===== src/rtl/function_call_time_profiler_core_macros.svh =====
// assertion macros for the function call time profiler
// used by the top level; no other dependencies
`ifndef FUNCTION_CALL_TIME_PROFILER_CORE_MACROS_SVH
`define FUNCTION_CALL_TIME_PROFILER_CORE_MACROS_SVH
`ifndef NO_ASSERTIONS
`define FCP_ASSERT_IMPL(name, clk, rst_n, ante, cons, msg) \
  name: assert property (@(posedge clk) disable iff (!rst_n) (ante) |-> (cons)) \
    else $error(msg);
`define FCP_ASSERT_NEXT(name, clk, rst_n, ante, cons, msg) \
  name: assert property (@(posedge clk) disable iff (!rst_n) (ante) |=> (cons)) \
    else $error(msg);
`else
`define FCP_ASSERT_IMPL(name, clk, rst_n, ante, cons, msg)
`define FCP_ASSERT_NEXT(name, clk, rst_n, ante, cons, msg)
`endif
`endif


===== src/rtl/fcp_ram.sv =====
// simple dual port ram, one write and one registered read port
// no dependencies
module fcp_ram #(
  parameter int unsigned WIDTH = 8,
  parameter int unsigned DEPTH = 32
) (
  input  logic                     clk_i,
  input  logic                     we_i,
  input  logic [$clog2(DEPTH)-1:0] waddr_i,
  input  logic [WIDTH-1:0]         wdata_i,
  input  logic [$clog2(DEPTH)-1:0] raddr_i,
  output logic [WIDTH-1:0]         rdata_o
);

  logic [WIDTH-1:0] mem [DEPTH];

  // write port
  always_ff @(posedge clk_i) begin
    if (we_i) begin
      mem[waddr_i] <= wdata_i;
    end
  end

  // registered read port
  always_ff @(posedge clk_i) begin
    rdata_o <= mem[raddr_i];
  end

endmodule


===== config.mk =====
export PLATFORM = sky130hd
export DESIGN_NAME = fcp_ram
export DESIGN_NICKNAME = d
export VERILOG_FILES = /design/src/rtl/function_call_time_profiler_core_macros.svh /design/src/rtl/fcp_ram.sv
export SDC_FILE = /design/constraint.sdc
export NUM_CORES = 1
export LEC_CHECK = 0
export BUFFER_PORTS_ARGS = -buffer_cell sky130_fd_sc_hd__buf_2
export CAP_MARGIN = 25
export CORE_MARGIN = 2
export CORE_UTILIZATION = 30
export CTS_BUF_LIST = sky130_fd_sc_hd__clkbuf_2
export DETAILED_ROUTE_END_ITERATION = 12
export GPL_TIMING_DRIVEN = 0
export PLACE_DENSITY = 0.51
export SLEW_MARGIN = 20
export SYNTH_ARGS = -nofsm -noshare
export SYNTH_HDL_FRONTEND = slang
export SYNTH_SLANG_ARGS = --single-unit

===== constraint.sdc =====
create_clock -name clk_i -period 2.9 [get_ports clk_i]
set_clock_uncertainty 0.1 [all_clocks]
set_input_delay 0.29 -clock clk_i [delete_from_list [all_inputs] [get_ports clk_i]]
set_output_delay 0.29 -clock clk_i [all_outputs]
set_load 0.01 [all_outputs]

# == Word level (Yosys, flattened, before mapping) ==
# Memories as Yosys holds them, arrays and structs flattened. A register that Yosys moved wholly into a read port is not among the register bits.
# Index checks and enable logic that the tools add are counted.
# totals
ff_bits,0
latchBits,0
mem_bits_rw,256
romBits,0
in_bits,20
output_inout_bits,8
wordCells,3
n_memories,1
# classes
add_sub_neg,0
n_mul,0
div_mod_pow,0
order_cmp,0
eq_ne,0
shift,0
mux,2
bitwise_logic,0
reduce_logical,0
# memory_table
name,depth,width,read_ports,rd_clocked_by_memory_dff,wr,line_no,source
mem,32,8,1,1,1,fcp_ram.sv:15,logic [WIDTH-1:0] mem [DEPTH];
# op_table
op,count
$mux W1,2

# == Longest topological paths before layout ==
# depth
word_depth,2
depth_mapped,5
depth_no_buf,3

# == Worst setup path before layout ==
# No wires, ideal clock.
# synth_path
kind,in2reg
startpoint,input port raddr_i[2]
endpoint,register rdata_o[0] (read register of mem)
setup_time_ps,121
arrival_time_ps,1972
required_time_ps,2679
slack_ps,708
path_stages,5
path_buffers,2
path_cell_list,clkbuf_1 clkbuf_1 mux4_2 mux4_2 mux2_2
# synth_lines
item,line_no,source
start: declaration,fcp_ram.sv:11,"input logic [$clog2(DEPTH)-1:0] raddr_i,"
end: declaration,fcp_ram.sv:12,output logic [WIDTH-1:0] rdata_o

==> results.tsv <==
metric	value	unit
tritoncts	built	
grt_setup_unrepaired	false	
grt_pass1_vias	4867	
p_total	6.867	mW
layout-drive-gt1-share	37.90	%
wl_per_cell	20.52	µm
ir_drop	350.7	µV
die_h	187.1	µm
met2WireLength	10.24	mm
startpoint_type	primary input	
area_growth	13.27	%
required	3.50	ns
cts_buffers	60	
globalRouteTotalUtil	12.11	%
worst_pin_slew	0.8597	ns
drc	0	
ys_warn_count	0	
cts_resized	0	
ctsHoldBuffers	13	
root_buffer	clkbuf_2	
timing.hold.ws	0.09038	ns
coreArea	0.03328	mm²
critPathKind	in2reg	
slew_headroom	42.69	%
syn_area_per_cell	24.11	µm²
hp-class	in2reg	
setup_viol	0	
power_density	603.1	mW/mm²
fmax	457.3	MHz
gp_congestion	0.7245	
clockBufferDepth	3	
ios	28	
worst_skew_pair.late_latency	0.81	ns
rows	67	
drtIter0Drc	234	
finalNonFillerCells	1012	
end_kind	flop	
ant_nets	0	
fin_nets	534	
die_area	0.03499	mm²
hold_viol	0	
gr-total-overflow	0	
routed_via_density	4.537	
antenna_found_initial	1	
placedCellCount	887	
p_leak	3.569	nW
vias	4591	
initial_core_util	30.21	%
synthesis.nets	437	
route.met3.wl	1.228	mm
netlist_area	0.01005	mm²
highest_layer	met4	
htree_levels	2	
grt_max_degree	33	
path_clk_slew	0.10	ns
hpwlAfterDp	13.77	mm
postLayoutCoreUtil	34.22	%
ys_seq_area_share	78.06	%
fin_crit	2.187	ns
synth_seq_cells	264	
cap_viol_max_count	0	
first_pass_iters	4	
grt_pass1_wl	31.40	mm
final_cell_mix	edfxtp_1, clkbuf_2, mux4_2	
numClockSinks	264	
cts_setup_buffers	0	
post-route-period-util	75.41	%
syn_inst	417	
outcome	finished, final reports clean	
die_w	187.1	µm
fin_setup_tns	0	ns
met1_length	8.860	mm
worstPathArrival	2.79	ns
io_buffers	22	
crit_fanout	10	
ys_types	15	
final_common_cell	edfxtp_1	
slew_violations	0	
wl	20.77	mm
## final cells by class
class                   count  area (µm²)
repair buffers             35       240.2
diodes                      2       5.005
flip-flops and latches    264        7848
fillers                  3172       21890
multi-input cells         133        2100
clock buffers              91       455.4
well taps                 448       560.5
plain buffers              20       106.4
clock inverters            19       72.57
## power breakdown
group	internal, mW	leakage (nW)	total, mW	switching (mW)
sequential	4.24	2.37	4.25	0.0132
combinational	0.184	0.785	0.420	0.236
clock	0.832	0.410	2.20	1.37
## cells in the mapped netlist (all sizes together)
cell / n / area, µm²
edfxtp: 256 / 7687
mux4: 80 / 1802
nor2: 33 / 123.9
buf: 14 / 83.82
dfxtp: 8 / 160.2
mux2: 8 / 90.09
clkbuf: 6 / 22.52
nand3b: 5 / 37.54
or3b: 3 / 26.28
nand3: 2 / 10.01
nand2: 1 / 3.750
or3: 1 / 6.260
## worst max-delay path: stages
cell and delay (ns):
clkbuf_1 0.48, buf_1 0.72, mux4_2 0.43, mux4_2 0.56, mux2_2 0.31
## per-stage QoR
step / worst slack [ns] / instance area, µm²
after floorplan: 0.7076 / 10050
after global placement: -0.1715 / 10720
after detailed placement: -0.1741 / 10720
after CTS: 0.7261 / 11380
after global routing: 0.6946 / 11390
final: 0.7131 / 11390
## final timing paths
| path | startpoint | cells past startpoint | slack [ns] | endpoint |
|---|---|---|---|---|
| max | raddr_i[2] | 5 | 0.71 | rdata_o[3] |
| min | raddr_i[4] | 3 | 0.09 | rdata_o[7] |
| max reg2reg | mem[21][3] | 3 | 0.93 | rdata_o[3] |
| min reg2reg | mem[14][7] | 3 | 0.81 | rdata_o[7] |
## sequential cells by signal, indices dropped and copies added (netlist names)
name and cells:
mem 256, rdata_o 8
## routing by layer
metal / GRT usage, % / up-vias
met3: 2.570 / 42
met1: 16.10 / 2396
li1: - / 2020
met2: 19.95 / 133
met5: 0 / -
met4: 3.907 / 0
## kinds of logic (layout without fill, tap and decap cells)
group | after synthesis | after routing | share of synthesized area, %
buf+inv | 20 | 165 | 1.058
flops | 264 | 264 | 78.06
mux | 88 | 88 | 18.82
other cells | 0 | 2 | 0
simple gates | 45 | 45 | 2.066
Note: power is estimated with default switching activity, not from simulation.
